`src/rtl/sdn_pkg.sv`:
```
// Shared types and constants for the scalar dissipation unit.
`timescale 1ns / 1ps
`default_nettype none
package sdn_pkg;

	localparam int FRAC_BITS_DEF = 16;
	localparam int DIV_W         = 64;   // dividend and quotient width
	localparam int DVS_W         = 33;   // divisor width
	localparam int MUL_W         = 64;   // multiplier operand width
	localparam int CHI_W         = 48;
	localparam int IN_W          = 144;

	typedef enum logic [22:0] {
		ST_IDLE = 23'h000001,
		ST_DQ   = 23'h000002,
		ST_WQ   = 23'h000004,
		ST_DD   = 23'h000008,
		ST_WD   = 23'h000010,
		ST_SEL  = 23'h000020,
		ST_S2   = 23'h000040,
		ST_WS2  = 23'h000080,
		ST_S1   = 23'h000100,
		ST_WS1  = 23'h000200,
		ST_W1   = 23'h000400,
		ST_WW1  = 23'h000800,
		ST_P1   = 23'h001000,
		ST_WP1  = 23'h002000,
		ST_P2   = 23'h004000,
		ST_WP2  = 23'h008000,
		ST_EM   = 23'h010000,
		ST_SQ   = 23'h020000,
		ST_WSQ  = 23'h040000,
		ST_TT   = 23'h080000,
		ST_WT   = 23'h100000,
		ST_OUT  = 23'h200000,
		ST_FIN  = 23'h400000
	} state_t;

	typedef enum logic [2:0] {
		DS_Q1,
		DS_D,
		DS_S2,
		DS_S1,
		DS_W1
	} div_sel_t;

	typedef enum logic [1:0] {
		MS_P1,
		MS_P2,
		MS_SQ,
		MS_T
	} mul_sel_t;

	typedef struct packed {
		logic     load;
		logic     div_start;
		div_sel_t div_sel;
		logic     mul_start;
		mul_sel_t mul_sel;
		logic     dfault;
		logic     out_load;
		logic     second;
		logic     finish;
	} cmd_t;

	typedef struct packed {
		logic zero_div;
		logic last;
		logic h2_zero;
		logic first_bad;
		logic emit_bad;
		logic seen_zero;
		logic seen_two;
		logic div_busy;
		logic div_done;
		logic mul_busy;
		logic mul_done;
		logic out_busy;
	} sts_t;

endpackage
`default_nettype wire

```
`src/rtl/sdn_div.sv`:
```
// Restoring divider, one quotient bit per cycle.
`timescale 1ns / 1ps
`default_nettype none
module sdn_div
	import sdn_pkg::*;
(
	input  wire logic             clk,
	input  wire logic             arst_n,
	input  wire logic             start,
	input  wire logic [DIV_W-1:0] dividend,
	input  wire logic [DVS_W-1:0] divisor,
	output logic                  busy,
	output logic                  done,
	output logic [DIV_W-1:0]      quotient
);

	localparam int CNT_W = $clog2(DIV_W + 1);

	logic [DIV_W-1:0] n_q;
	logic [DVS_W-1:0] d_q;
	logic [DVS_W-1:0] rem_q;
	logic [CNT_W-1:0] cnt_q;
	logic             busy_q;
	logic             done_q;
	logic [DVS_W:0]   trial;
	logic [DVS_W:0]   diff;
	logic             ge;

	assign trial = {rem_q, n_q[DIV_W-1]};
	assign ge    = trial >= {1'b0, d_q};
	assign diff  = trial - {1'b0, d_q};

	always_ff @(posedge clk or negedge arst_n) begin
		if (!arst_n) begin
			busy_q <= 1'b0;
			done_q <= 1'b0;
			cnt_q  <= '0;
		end else begin
			done_q <= 1'b0;
			if (start) begin
				busy_q <= 1'b1;
				cnt_q  <= CNT_W'(DIV_W);
			end else if (busy_q) begin
				cnt_q <= cnt_q - 1'b1;
				if (cnt_q == CNT_W'(1)) begin
					busy_q <= 1'b0;
					done_q <= 1'b1;
				end
			end
		end
	end

	always_ff @(posedge clk) begin
		if (start) begin
			n_q   <= dividend;
			d_q   <= divisor;
			rem_q <= '0;
		end else if (busy_q) begin
			rem_q <= ge ? diff[DVS_W-1:0] : trial[DVS_W-1:0];
			n_q   <= {n_q[DIV_W-2:0], ge};
		end
	end

	assign busy     = busy_q;
	assign done     = done_q;
	assign quotient = n_q;

endmodule
`default_nettype wire

```
`src/rtl/sdn_mul.sv`:
```
// Shift-and-add multiplier, one operand bit per cycle.
`timescale 1ns / 1ps
`default_nettype none
module sdn_mul
	import sdn_pkg::*;
(
	input  wire logic               clk,
	input  wire logic               arst_n,
	input  wire logic               start,
	input  wire logic [MUL_W-1:0]   op_a,
	input  wire logic [MUL_W-1:0]   op_b,
	output logic                    busy,
	output logic                    done,
	output logic [2*MUL_W-1:0]      product
);

	localparam int CNT_W = $clog2(MUL_W + 1);

	logic [2*MUL_W-1:0] acc_q;
	logic [2*MUL_W-1:0] a_q;
	logic [MUL_W-1:0]   b_q;
	logic [CNT_W-1:0]   cnt_q;
	logic               busy_q;
	logic               done_q;

	always_ff @(posedge clk or negedge arst_n) begin
		if (!arst_n) begin
			busy_q <= 1'b0;
			done_q <= 1'b0;
			cnt_q  <= '0;
		end else begin
			done_q <= 1'b0;
			if (start) begin
				busy_q <= 1'b1;
				cnt_q  <= CNT_W'(MUL_W);
			end else if (busy_q) begin
				cnt_q <= cnt_q - 1'b1;
				if (cnt_q == CNT_W'(1)) begin
					busy_q <= 1'b0;
					done_q <= 1'b1;
				end
			end
		end
	end

	always_ff @(posedge clk) begin
		if (start) begin
			acc_q <= '0;
			a_q   <= {{MUL_W{1'b0}}, op_a};
			b_q   <= op_b;
		end else if (busy_q) begin
			if (b_q[0]) begin
				acc_q <= acc_q + a_q;
			end
			a_q <= {a_q[2*MUL_W-2:0], 1'b0};
			b_q <= {1'b0, b_q[MUL_W-1:1]};
		end
	end

	assign busy    = busy_q;
	assign done    = done_q;
	assign product = acc_q;

endmodule
`default_nettype wire

```
`src/rtl/sdn_ctrl.sv`:
```
// Sequencer for the per-point divide, multiply and emit steps.
`timescale 1ns / 1ps
`default_nettype none
module sdn_ctrl
	import sdn_pkg::*;
(
	input  wire logic clk,
	input  wire logic arst_n,
	input  wire logic s_tvalid,
	output logic      s_tready,
	input  wire sts_t sts,
	output cmd_t      cmd
);

	state_t state_q, state_d;
	logic   second_q, second_d;
	state_t after_s2;

	assign after_s2 = (sts.seen_two && !sts.first_bad) ? ST_S1 : ST_EM;

	always_ff @(posedge clk or negedge arst_n) begin
		if (!arst_n) begin
			state_q  <= ST_IDLE;
			second_q <= 1'b0;
		end else begin
			state_q  <= state_d;
			second_q <= second_d;
		end
	end

	always_comb begin
		state_d       = state_q;
		second_d      = second_q;
		cmd           = '0;
		cmd.div_sel   = DS_Q1;
		cmd.mul_sel   = MS_P1;
		cmd.second    = second_q;
		s_tready      = 1'b0;
		unique case (state_q)
			ST_IDLE: begin
				s_tready = 1'b1;
				second_d = 1'b0;
				if (s_tvalid) begin
					cmd.load = 1'b1;
					state_d  = ST_DQ;
				end
			end
			ST_DQ: begin
				if (sts.zero_div) begin
					cmd.dfault = 1'b1;
					state_d    = ST_SEL;
				end else begin
					cmd.div_start = 1'b1;
					cmd.div_sel   = DS_Q1;
					state_d       = ST_WQ;
				end
			end
			ST_WQ: if (sts.div_done) state_d = ST_DD;
			ST_DD: begin
				cmd.div_start = 1'b1;
				cmd.div_sel   = DS_D;
				state_d       = ST_WD;
			end
			ST_WD: if (sts.div_done) state_d = ST_SEL;
			ST_SEL: begin
				if (sts.seen_zero) begin
					state_d = sts.last ? ST_OUT : ST_FIN;
				end else if (!sts.h2_zero) begin
					state_d = ST_S2;
				end else begin
					state_d = after_s2;
				end
			end
			ST_S2: begin
				cmd.div_start = 1'b1;
				cmd.div_sel   = DS_S2;
				state_d       = ST_WS2;
			end
			ST_WS2: if (sts.div_done) state_d = after_s2;
			ST_S1: begin
				cmd.div_start = 1'b1;
				cmd.div_sel   = DS_S1;
				state_d       = ST_WS1;
			end
			ST_WS1: if (sts.div_done) state_d = ST_W1;
			ST_W1: begin
				cmd.div_start = 1'b1;
				cmd.div_sel   = DS_W1;
				state_d       = ST_WW1;
			end
			ST_WW1: if (sts.div_done) state_d = ST_P1;
			ST_P1: begin
				cmd.mul_start = 1'b1;
				cmd.mul_sel   = MS_P1;
				state_d       = ST_WP1;
			end
			ST_WP1: if (sts.mul_done) state_d = ST_P2;
			ST_P2: begin
				cmd.mul_start = 1'b1;
				cmd.mul_sel   = MS_P2;
				state_d       = ST_WP2;
			end
			ST_WP2: if (sts.mul_done) state_d = ST_EM;
			ST_EM: state_d = sts.emit_bad ? ST_OUT : ST_SQ;
			ST_SQ: begin
				cmd.mul_start = 1'b1;
				cmd.mul_sel   = MS_SQ;
				state_d       = ST_WSQ;
			end
			ST_WSQ: if (sts.mul_done) state_d = ST_TT;
			ST_TT: begin
				cmd.mul_start = 1'b1;
				cmd.mul_sel   = MS_T;
				state_d       = ST_WT;
			end
			ST_WT: if (sts.mul_done) state_d = ST_OUT;
			ST_OUT: begin
				// hold until the output register is free
				if (!sts.out_busy) begin
					cmd.out_load = 1'b1;
					if (!sts.seen_zero && !second_q && sts.last) begin
						second_d = 1'b1;
						state_d  = ST_EM;
					end else begin
						state_d = ST_FIN;
					end
				end
			end
			ST_FIN: begin
				cmd.finish = 1'b1;
				second_d   = 1'b0;
				state_d    = ST_IDLE;
			end
			default: state_d = ST_IDLE;
		endcase
	end

	a_div_free: assert property (@(posedge clk) disable iff (!arst_n)
		cmd.div_start |-> !sts.div_busy)
		else $error("divider started while busy");
	a_mul_free: assert property (@(posedge clk) disable iff (!arst_n)
		cmd.mul_start |-> !sts.mul_busy)
		else $error("multiplier started while busy");
	a_out_free: assert property (@(posedge clk) disable iff (!arst_n)
		cmd.out_load |-> !sts.out_busy)
		else $error("output register overwritten");
	a_second_last: assert property (@(posedge clk) disable iff (!arst_n)
		(cmd.out_load && cmd.second) |-> sts.last)
		else $error("second result without last point");

endmodule
`default_nettype wire

```
`src/rtl/sdn_dp.sv`:
```
// Datapath: line state, shared divider and multiplier, output register.
`timescale 1ns / 1ps
`default_nettype none
module sdn_dp
	import sdn_pkg::*;
#(
	parameter int FRAC_BITS = FRAC_BITS_DEF
) (
	input  wire logic            clk,
	input  wire logic            arst_n,
	input  wire cmd_t            cmd,
	output sts_t                 sts,
	input  wire logic [IN_W-1:0] s_tdata,
	input  wire logic            s_tlast,
	output logic                 m_tvalid,
	input  wire logic            m_tready,
	output logic [CHI_W-1:0]     m_tdata,
	output logic                 m_tlast,
	output logic                 m_tuser
);

	localparam int SW = 25 + FRAC_BITS;  // slope magnitude width
	localparam int GW = SW + 2;          // gradient magnitude width
	localparam logic [63:0] CHI_HALF = 64'h0000_7FFF_FFFF_FFFF;

	function automatic logic [31:0] clamp32(input logic [DIV_W-1:0] v);
		return (v[DIV_W-1:32] != '0) ? 32'hFFFF_FFFF : v[31:0];
	endfunction

	function automatic logic [63:0] sat_shr(input logic [2*MUL_W-1:0] p, input int s);
		logic [2*MUL_W-1:0] sh;
		sh = p >> s;
		return (sh[2*MUL_W-1:64] != '0) ? 64'hFFFF_FFFF_FFFF_FFFF : sh[63:0];
	endfunction

	// current point
	logic [31:0] x_q, k_q, cp_q, rho_q;
	logic [15:0] z_q;
	logic        last_q;
	// line state
	logic [31:0] older_pos_q, prev_pos_q, pend_d_q;
	logic [15:0] older_mix_q, prev_mix_q;
	logic        pend_f_q;
	logic [1:0]  seen_q;
	// work registers
	logic [31:0]   q1_q, dcur_q;
	logic          fcur_q;
	logic [SW-1:0] s1mag_q, s2mag_q;
	logic          s1neg_q, s2neg_q;
	logic [32:0]   w1_q;
	logic [SW:0]   p1_q, p2_q;
	logic [63:0]   sq_q, t_q;
	div_sel_t      div_sel_q;
	mul_sel_t      mul_sel_q;
	// output
	logic             out_v_q;
	logic [CHI_W-1:0] chi_q;
	logic             eol_q, fault_q;

	logic [31:0]        h1, h2;
	logic [16:0]        dz1, dz2, dz1n, dz2n;
	logic [15:0]        dz1mag, dz2mag;
	logic [32:0]        w2;
	logic [GW-1:0]      p1s, p2s, gsum, gmag, emit_g;
	logic [31:0]        emit_d;
	logic               first_bad, emit_bad;
	logic [DIV_W-1:0]   div_a, quo;
	logic [DVS_W-1:0]   div_b;
	logic               div_busy, div_done;
	logic [MUL_W-1:0]   mul_a, mul_b;
	logic [2*MUL_W-1:0] prod;
	logic               mul_busy, mul_done;
	logic [CHI_W-1:0]   chi_calc;

	assign h2     = x_q - prev_pos_q;
	assign h1     = prev_pos_q - older_pos_q;
	assign dz2    = {1'b0, z_q} - {1'b0, prev_mix_q};
	assign dz1    = {1'b0, prev_mix_q} - {1'b0, older_mix_q};
	assign dz2n   = -dz2;
	assign dz1n   = -dz1;
	assign dz2mag = dz2[16] ? dz2n[15:0] : dz2[15:0];
	assign dz1mag = dz1[16] ? dz1n[15:0] : dz1[15:0];
	assign w2     = 33'h1_0000_0000 - w1_q;

	assign p1s    = s1neg_q ? -GW'(p1_q) : GW'(p1_q);
	assign p2s    = s2neg_q ? -GW'(p2_q) : GW'(p2_q);
	assign gsum   = p1s + p2s;
	assign gmag   = gsum[GW-1] ? -gsum : gsum;

	assign first_bad = pend_f_q || (h2 == '0) || ((seen_q == 2'd2) && (h1 == '0));
	assign emit_bad  = cmd.second ? (fcur_q || (h2 == '0)) : first_bad;
	assign emit_d    = cmd.second ? dcur_q : pend_d_q;
	assign emit_g    = (cmd.second || (seen_q != 2'd2)) ? GW'(s2mag_q) : gmag;
	assign chi_calc  = (t_q > CHI_HALF) ? '1 : {t_q[CHI_W-2:0], 1'b0};

	always_comb begin
		div_a = '0;
		div_b = '0;
		case (cmd.div_sel)
			DS_Q1: begin
				div_a = DIV_W'(k_q) << FRAC_BITS;
				div_b = DVS_W'(rho_q);
			end
			DS_D: begin
				div_a = DIV_W'(q1_q) << FRAC_BITS;
				div_b = DVS_W'(cp_q);
			end
			DS_S2: begin
				div_a = DIV_W'(dz2mag) << (9 + FRAC_BITS);
				div_b = DVS_W'(h2);
			end
			DS_S1: begin
				div_a = DIV_W'(dz1mag) << (9 + FRAC_BITS);
				div_b = DVS_W'(h1);
			end
			DS_W1: begin
				div_a = {h2, 32'h0};
				div_b = DVS_W'(h1) + DVS_W'(h2);
			end
			default: ;
		endcase
	end

	always_comb begin
		mul_a = '0;
		mul_b = '0;
		case (cmd.mul_sel)
			MS_P1: begin
				mul_a = MUL_W'(w1_q);
				mul_b = MUL_W'(s1mag_q);
			end
			MS_P2: begin
				mul_a = MUL_W'(w2);
				mul_b = MUL_W'(s2mag_q);
			end
			MS_SQ: begin
				mul_a = MUL_W'(emit_g);
				mul_b = MUL_W'(emit_g);
			end
			MS_T: begin
				mul_a = sq_q;
				mul_b = MUL_W'(emit_d);
			end
			default: ;
		endcase
	end

	sdn_div u_div (
		.clk      (clk),
		.arst_n   (arst_n),
		.start    (cmd.div_start),
		.dividend (div_a),
		.divisor  (div_b),
		.busy     (div_busy),
		.done     (div_done),
		.quotient (quo)
	);

	sdn_mul u_mul (
		.clk     (clk),
		.arst_n  (arst_n),
		.start   (cmd.mul_start),
		.op_a    (mul_a),
		.op_b    (mul_b),
		.busy    (mul_busy),
		.done    (mul_done),
		.product (prod)
	);

	// line state: clear after the last point, otherwise shift the window
	always_ff @(posedge clk or negedge arst_n) begin
		if (!arst_n) begin
			older_pos_q <= '0;
			prev_pos_q  <= '0;
			older_mix_q <= '0;
			prev_mix_q  <= '0;
			pend_d_q    <= '0;
			pend_f_q    <= 1'b0;
			seen_q      <= '0;
		end else if (cmd.finish) begin
			if (last_q) begin
				older_pos_q <= '0;
				prev_pos_q  <= '0;
				older_mix_q <= '0;
				prev_mix_q  <= '0;
				pend_d_q    <= '0;
				pend_f_q    <= 1'b0;
				seen_q      <= '0;
			end else begin
				older_pos_q <= prev_pos_q;
				prev_pos_q  <= x_q;
				older_mix_q <= prev_mix_q;
				prev_mix_q  <= z_q;
				pend_d_q    <= dcur_q;
				pend_f_q    <= fcur_q;
				if (seen_q != 2'd2) seen_q <= seen_q + 2'd1;
			end
		end
	end

	always_ff @(posedge clk) begin
		if (cmd.load) begin
			x_q    <= s_tdata[31:0];
			z_q    <= s_tdata[47:32];
			k_q    <= s_tdata[79:48];
			cp_q   <= s_tdata[111:80];
			rho_q  <= s_tdata[143:112];
			last_q <= s_tlast;
			fcur_q <= 1'b0;
		end
		if (cmd.dfault) begin
			dcur_q <= 32'hFFFF_FFFF;
			fcur_q <= 1'b1;
		end
		if (cmd.div_start) div_sel_q <= cmd.div_sel;
		if (cmd.mul_start) mul_sel_q <= cmd.mul_sel;
		if (div_done) begin
			case (div_sel_q)
				DS_Q1: q1_q <= clamp32(quo);
				DS_D:  dcur_q <= clamp32(quo);
				DS_S2: begin
					s2mag_q <= quo[SW-1:0];
					s2neg_q <= dz2[16];
				end
				DS_S1: begin
					s1mag_q <= quo[SW-1:0];
					s1neg_q <= dz1[16];
				end
				DS_W1: w1_q <= quo[32:0];
				default: ;
			endcase
		end
		if (mul_done) begin
			case (mul_sel_q)
				MS_P1: p1_q <= prod[32 +: SW+1];
				MS_P2: p2_q <= prod[32 +: SW+1];
				MS_SQ: sq_q <= sat_shr(prod, 24);
				MS_T:  t_q  <= sat_shr(prod, FRAC_BITS);
				default: ;
			endcase
		end
		if (cmd.out_load) begin
			if (seen_q == 2'd0 && !cmd.second) begin
				// single-point line
				chi_q   <= '0;
				eol_q   <= 1'b1;
				fault_q <= 1'b1;
			end else begin
				chi_q   <= emit_bad ? '1 : chi_calc;
				eol_q   <= cmd.second;
				fault_q <= emit_bad;
			end
		end
	end

	always_ff @(posedge clk or negedge arst_n) begin
		if (!arst_n) begin
			out_v_q <= 1'b0;
		end else if (cmd.out_load) begin
			out_v_q <= 1'b1;
		end else if (m_tready) begin
			out_v_q <= 1'b0;
		end
	end

	assign m_tvalid = out_v_q;
	assign m_tdata  = chi_q;
	assign m_tlast  = eol_q;
	assign m_tuser  = fault_q;

	always_comb begin
		sts           = '0;
		sts.zero_div  = (rho_q == '0) || (cp_q == '0);
		sts.last      = last_q;
		sts.h2_zero   = (h2 == '0);
		sts.first_bad = first_bad;
		sts.emit_bad  = emit_bad;
		sts.seen_zero = (seen_q == 2'd0);
		sts.seen_two  = (seen_q == 2'd2);
		sts.div_busy  = div_busy;
		sts.div_done  = div_done;
		sts.mul_busy  = mul_busy;
		sts.mul_done  = mul_done;
		sts.out_busy  = out_v_q && !m_tready;
	end

endmodule
`default_nettype wire

```
`src/rtl/scalar_dissipation_nonuniform_grid_unit.sv`:
```
// Scalar dissipation rate along a streamed 1-D grid line.
// Each divide or multiply pass runs on the shared 64-step divider or
// multiplier; a point needs zero to eleven passes (none when a zero divisor
// faults the first point of a line), and points are taken one at a time.
// Results leave through an output register and hold there while m_tready is low.
// Reset (arst_n low) clears the line state and drops any pending result.
`timescale 1ns / 1ps
`default_nettype none
module scalar_dissipation_nonuniform_grid_unit
	import sdn_pkg::*;
#(
	parameter int FRAC_BITS = FRAC_BITS_DEF
) (
	input  wire logic            clk,
	input  wire logic            arst_n,
	input  wire logic            s_tvalid,
	output logic                 s_tready,
	// position, mix_fraction, conductivity, heat_capacity, density (low bit up)
	input  wire logic [IN_W-1:0] s_tdata,
	input  wire logic            s_tlast,   // last_point
	output logic                 m_tvalid,
	input  wire logic            m_tready,
	// chi
	output logic [CHI_W-1:0]     m_tdata,
	output logic                 m_tlast,   // end_of_line
	output logic                 m_tuser    // fault
);

	cmd_t cmd;
	sts_t sts;

	sdn_ctrl u_ctrl (
		.clk      (clk),
		.arst_n   (arst_n),
		.s_tvalid (s_tvalid),
		.s_tready (s_tready),
		.sts      (sts),
		.cmd      (cmd)
	);

	sdn_dp #(
		.FRAC_BITS (FRAC_BITS)
	) u_dp (
		.clk      (clk),
		.arst_n   (arst_n),
		.cmd      (cmd),
		.sts      (sts),
		.s_tdata  (s_tdata),
		.s_tlast  (s_tlast),
		.m_tvalid (m_tvalid),
		.m_tready (m_tready),
		.m_tdata  (m_tdata),
		.m_tlast  (m_tlast),
		.m_tuser  (m_tuser)
	);

endmodule
`default_nettype wire
```
`config.mk`:
```
export PLATFORM = sky130hd
export DESIGN_NAME = scalar_dissipation_nonuniform_grid_unit
export DESIGN_NICKNAME = d
export VERILOG_FILES = /design/src/rtl/sdn_pkg.sv /design/src/rtl/sdn_div.sv /design/src/rtl/sdn_mul.sv /design/src/rtl/sdn_ctrl.sv /design/src/rtl/sdn_dp.sv /design/src/rtl/scalar_dissipation_nonuniform_grid_unit.sv
export SDC_FILE = /design/constraint.sdc
export NUM_CORES = 2
export LEC_CHECK = 0
export ABC_AREA = 1
export CAP_MARGIN = 40
export CORE_UTILIZATION = 50
export CTS_BUF_LIST = sky130_fd_sc_hd__clkbuf_8 sky130_fd_sc_hd__clkbuf_16
export DETAILED_ROUTE_END_ITERATION = 16
export DONT_BUFFER_PORTS = 1
export GPL_TIMING_DRIVEN = 0
export HOLD_SLACK_MARGIN = 0.05
export SYNTH_ARGS = -nofsm -noshare
export SYNTH_HDL_FRONTEND = slang
export SYNTH_SLANG_ARGS = --single-unit
```
`constraint.sdc`:
```
create_clock -name clk -period 9 [get_ports clk]
set_input_delay 1.35 -clock clk [delete_from_list [all_inputs] [get_ports clk]]
set_output_delay 1.35 -clock clk [all_outputs]
set_load 0.02 [all_outputs]
```
==> summary.txt <==
STA
  • Max-slew violation count: 0
  • Worst slew margin: between 30% and 40%
  • Final worst path period share: 66.2%
  • Tmin final: 5.96 ns
  • Setup TNS Final: 0 ns
  • Worst Skew: around 0.045 ns
  • Final Hold Fails: 0
  • Fmax: 168 MHz
  • # setup viols final: 0
  • Worst slew pin tran: 0.981 ns
  • Unrepaired setup endpoints after global routing: no

Die
  • Die X: 390 um
  • Die H: 390 um
  • Core Box Area: between 100000 and 150000 um2
  • I/O Pins: between 200 and 250
  • Initial Util: 50.7%
  • FP Rows: 141
  • DIE AREA: around 150000 um2

Finish
  • Share of post-route cells with drive strength above 1: 5.61%
  • Final net count: 10.4k
  • Syn-to-layout area delta: 10.4%
  • Final core utilization: 55.9%
  • Finished Layout Cells: ~12k

Worst setup path
  • CP max stage delay: 0.55 ns
  • Critical path required time: approximately 9.5 ns
  • R2r setup slk: 3.04 ns
  • Worst Setup EP: u_dp.u_mul.b_q[33]
  • Worst Path Max Fanout: 6
  • Worst setup startpoint: u_dp.p2_q[0]
  • Worst Path Arrival: 6.45 ns
  • Worst r2r src: u_dp.p2_q[0]
  • Slowest CP cell: o21ai_1
  • R2r endpoint: u_dp.u_mul.b_q[33]
  • Startpoint types: register
  • Crit path kind: reg -> reg
  • Crit end category: register
  • Top cell by count, worst path: nand2_1
  • FF-to-FF path depth: 28

Clock tree
  • Clock buffer depth: 3
  • Clk slew on worst S/H paths: ~0.06 ns
  • CTS root buf: clkbuf_16
  • CTS tree: built
  • CTS H-Tree Depth: 4
  • Post-CTS Hold Buffers: 0
  • Setup repair bufs after CTS: 0
  • CTS Sinks: between 1k and 1.5k
  • Num CTS Buffers: 130
  • Clk_lat worst skew: 0.82 ns
  • PostCTS Resize Cnt: 0

Logic synthesis
  • Largest area contributor in the netlist: edfxtp_1
  • Yosys top cell area share: 30.5%
  • #FFs+latches synth: 1197
  • Post-synth EDFFs: roughly 770
  • Synth Instances: 9735
  • Netlist cell types: 81
  • Synthesis Warnings: 0
  • Synth Flop Type: edfxtp_1
  • Post-synthesis cell area: 75200 um2
  • Post-Syn Area per Cell: between 7 and 8 um2
  • Area contributors post-synth: edfxtp_1 31%, nand2_1 11%, dfxtp_1 6.9%
  • Async S/R FF share, synth: 14.5%
  • Share of the yosys chip area belonging to registers: about 43%
  • Synth Net Count: between 10k and 15k

Power and ir drop
  • Cell Pwr Density: 198 nW/um2
  • Combinational power share: between 20% and 30%
  • Switch share: between 30 and 40%
  • Clock share of power: roughly a third
  • Sequential Power Share: ~44%
  • VDD IR max: around 0.24 mV
  • Switching pwr: 5.59 mW
  • Leakage power: ~35 nW
  • Overall power: 16.4 mW
  • Internal power: 10.8 mW

Placed design
  • Placer Congestion: 1.05
  • Port Buffers: 0
  • Placed wire-length estimate: 236000 um
  • Placed Cells incl. Taps: 11.8k

Detailed routing
  • WL met3: 24000 um
  • Via/cell ratio: 5.79
  • First-pass DRT Iterations: 6
  • Vias: about 70k
  • WL met1: 116000 um
  • Top routing layer used: met5
  • Routed Antenna Nets: 0
  • Met2 wire len: about 130000 um
  • # DRC: 0
  • Routed len/inst: 23.9 um
  • 1st-iter DRT viols: 7584
  • Routed WL: 288000 um

Global route
  • Antenna violations before repair: 11
  • Largest net degree at the start of global routing: ~180
  • Global-route wire length before repair: approximately 420000 um
  • Number of global-route vias before repair: between 60k and 70k
  • GRT Total Usage: 37.3%
  • GRT overflow: 0

Min path
  • HP Class: in -> async

Status
  • Status: finished clean

Job
  • Maxcap violations: 0
worst min-delay path by stage:
stage / startpoint / to / depth (start not counted) / slack, ns
CTS: arst_n / u_dp.prev_mix_q[7] / 0 / 0.20
detailed placement: u_dp.u_mul.product[0] / u_dp.u_mul.product[0] / 2 / 0.46
finish: arst_n / u_dp.older_mix_q[0] / 0 / 0.24
global placement: u_dp.u_mul.product[0] / u_dp.u_mul.product[0] / 2 / 0.45
floorplan: u_dp.u_div.rem_q[10] / u_dp.u_div.rem_q[10] / 2 / 0.44
global route: arst_n / u_dp.prev_mix_q[7] / 0 / 0.21
flip-flops by register name, summed over array words and instances, names as in the netlist, 33 cells and up:
name	flops
u_dp.u_div.rem_q	33
u_dp.u_div.d_q	33
u_dp.t_q	64
u_dp.s1mag_q	41
u_dp.s2mag_q	41
u_dp.m_tdata	48
u_dp.u_mul.b_q	43
u_dp.p2_q	42
u_dp.u_mul.product	128
u_dp.sq_q	64
u_dp.u_mul.a_q	128
u_dp.w1_q	33
u_dp.p1_q	42
u_dp.u_div.quotient	64
metal layers:
layer	GRT usage, %	up-vias
li1	-	33040
met1	47.7	32958
met2	59.2	3136
met3	6.41	678
met4	22.2	14
met5	0	-
placed cells by master, fill, tap and decap left out, types with 30 or more instances in the layout:
cell type / count
nand2_1: 2136
inv_1: 1380
nor2_1: 1064
a21oi_1: 771
edfxtp_1: 765
o21ai_0: 634
nand3_1: 612
ha_1: 340
dfxtp_1: 258
xor2_1: 194
dfrtp_1: 173
clkbuf_1: 159
clkbuf_16: 132
nor3_1: 108
nand4_1: 102
xnor2_1: 96
o211ai_1: 80
buf_2: 74
nor4_1: 63
buf_4: 50
o21ai_1: 49
a22oi_1: 47
o22ai_1: 43
a221oi_1: 42
a21o_1: 40
a31oi_1: 40
o21a_1: 40
o21bai_1: 36
nand2_2: 31
inv_2: 31
buf_6: 30
power groups by stage:
| stage | Sequential [mW] | Clock, mW | Combinational (mW) |
|---|---|---|---|
| after floorplan | 7.00 | 0 | 2.53 |
| after global placement | 7.33 | 0 | 3.56 |
| after detailed placement | 7.25 | 0 | 3.68 |
| after CTS | 7.15 | 5.52 | 3.70 |
| after global routing | 7.20 | 5.71 | 4.15 |
| final | 7.18 | 5.47 | 3.77 |
synthesized netlist by cell type (24+ instances only):
cell and count:
a221oi_1 42, o22ai_1 43, a21oi_1 771, a21o_1 40, o21bai_1 36, nand2_2 31, inv_2 31, o211ai_1 80
buf_1 25, o21a_1 40, xnor2_1 96, nand4_1 102, nand3_1 612, ha_1 340, clkbuf_1 161, nand2_1 2137
o21ai_1 49, nor4_1 67, nor2_1 1066, inv_1 1348, dfxtp_1 258, nor2_2 24, o21ai_0 634, nand3b_1 24
nor3_1 117, buf_2 68, a31oi_1 40, xor2_1 194, a22oi_1 47, edfxtp_1 765, a22o_1 25, dfrtp_1 173
kinds of logic after synthesis:
kind of cell	after synthesis	synth area share [%]
xor+xnor	295	3.48
flops	1197	43.2
simple gates	4271	24.0
fa+ha+maj	348	5.87
buf+inv	1665	8.58
compound gates	1958	14.8
mux	1	0.0133
critical path: cells and delay by family (launching register included):
family          cells  cell delay (ns)
xor+xnor            1             0.18
compound gates      2             0.73
simple gates       21             3.59
flops               1             0.41
fa+ha+maj           1             0.44
buf+inv             3             0.29
area by class of cell:
type | instances | area, um2
Fill cell | 14319 | 65500
Multi-Input combinational cell | 6873 | 36400
Sequential cell | 1197 | 32500
Inverter | 1391 | 5230
Clock buffer | 139 | 3400
Tap cell | 2002 | 2500
Buffer | 274 | 1230
Clock inverter | 99 | 963
Timing Repair Buffer | 83 | 868
Antenna cell | 2 | 5.00
through the flow:
| stage | instance area [um2] | hold WS, ns | worst slack (ns) |
|---|---|---|---|
| final | 83100 | 0.235 | 3.04 |
| after global routing | 83100 | 0.212 | 2.48 |
| after CTS | 83100 | 0.196 | 3.05 |
| after detailed placement | 78700 | 0.463 | 3.10 |
| after global placement | 77700 | 0.453 | -1.80 |
| after floorplan | 75200 | 0.444 | 0.981 |
No activity file was read; power rests on OpenSTA's default activity.
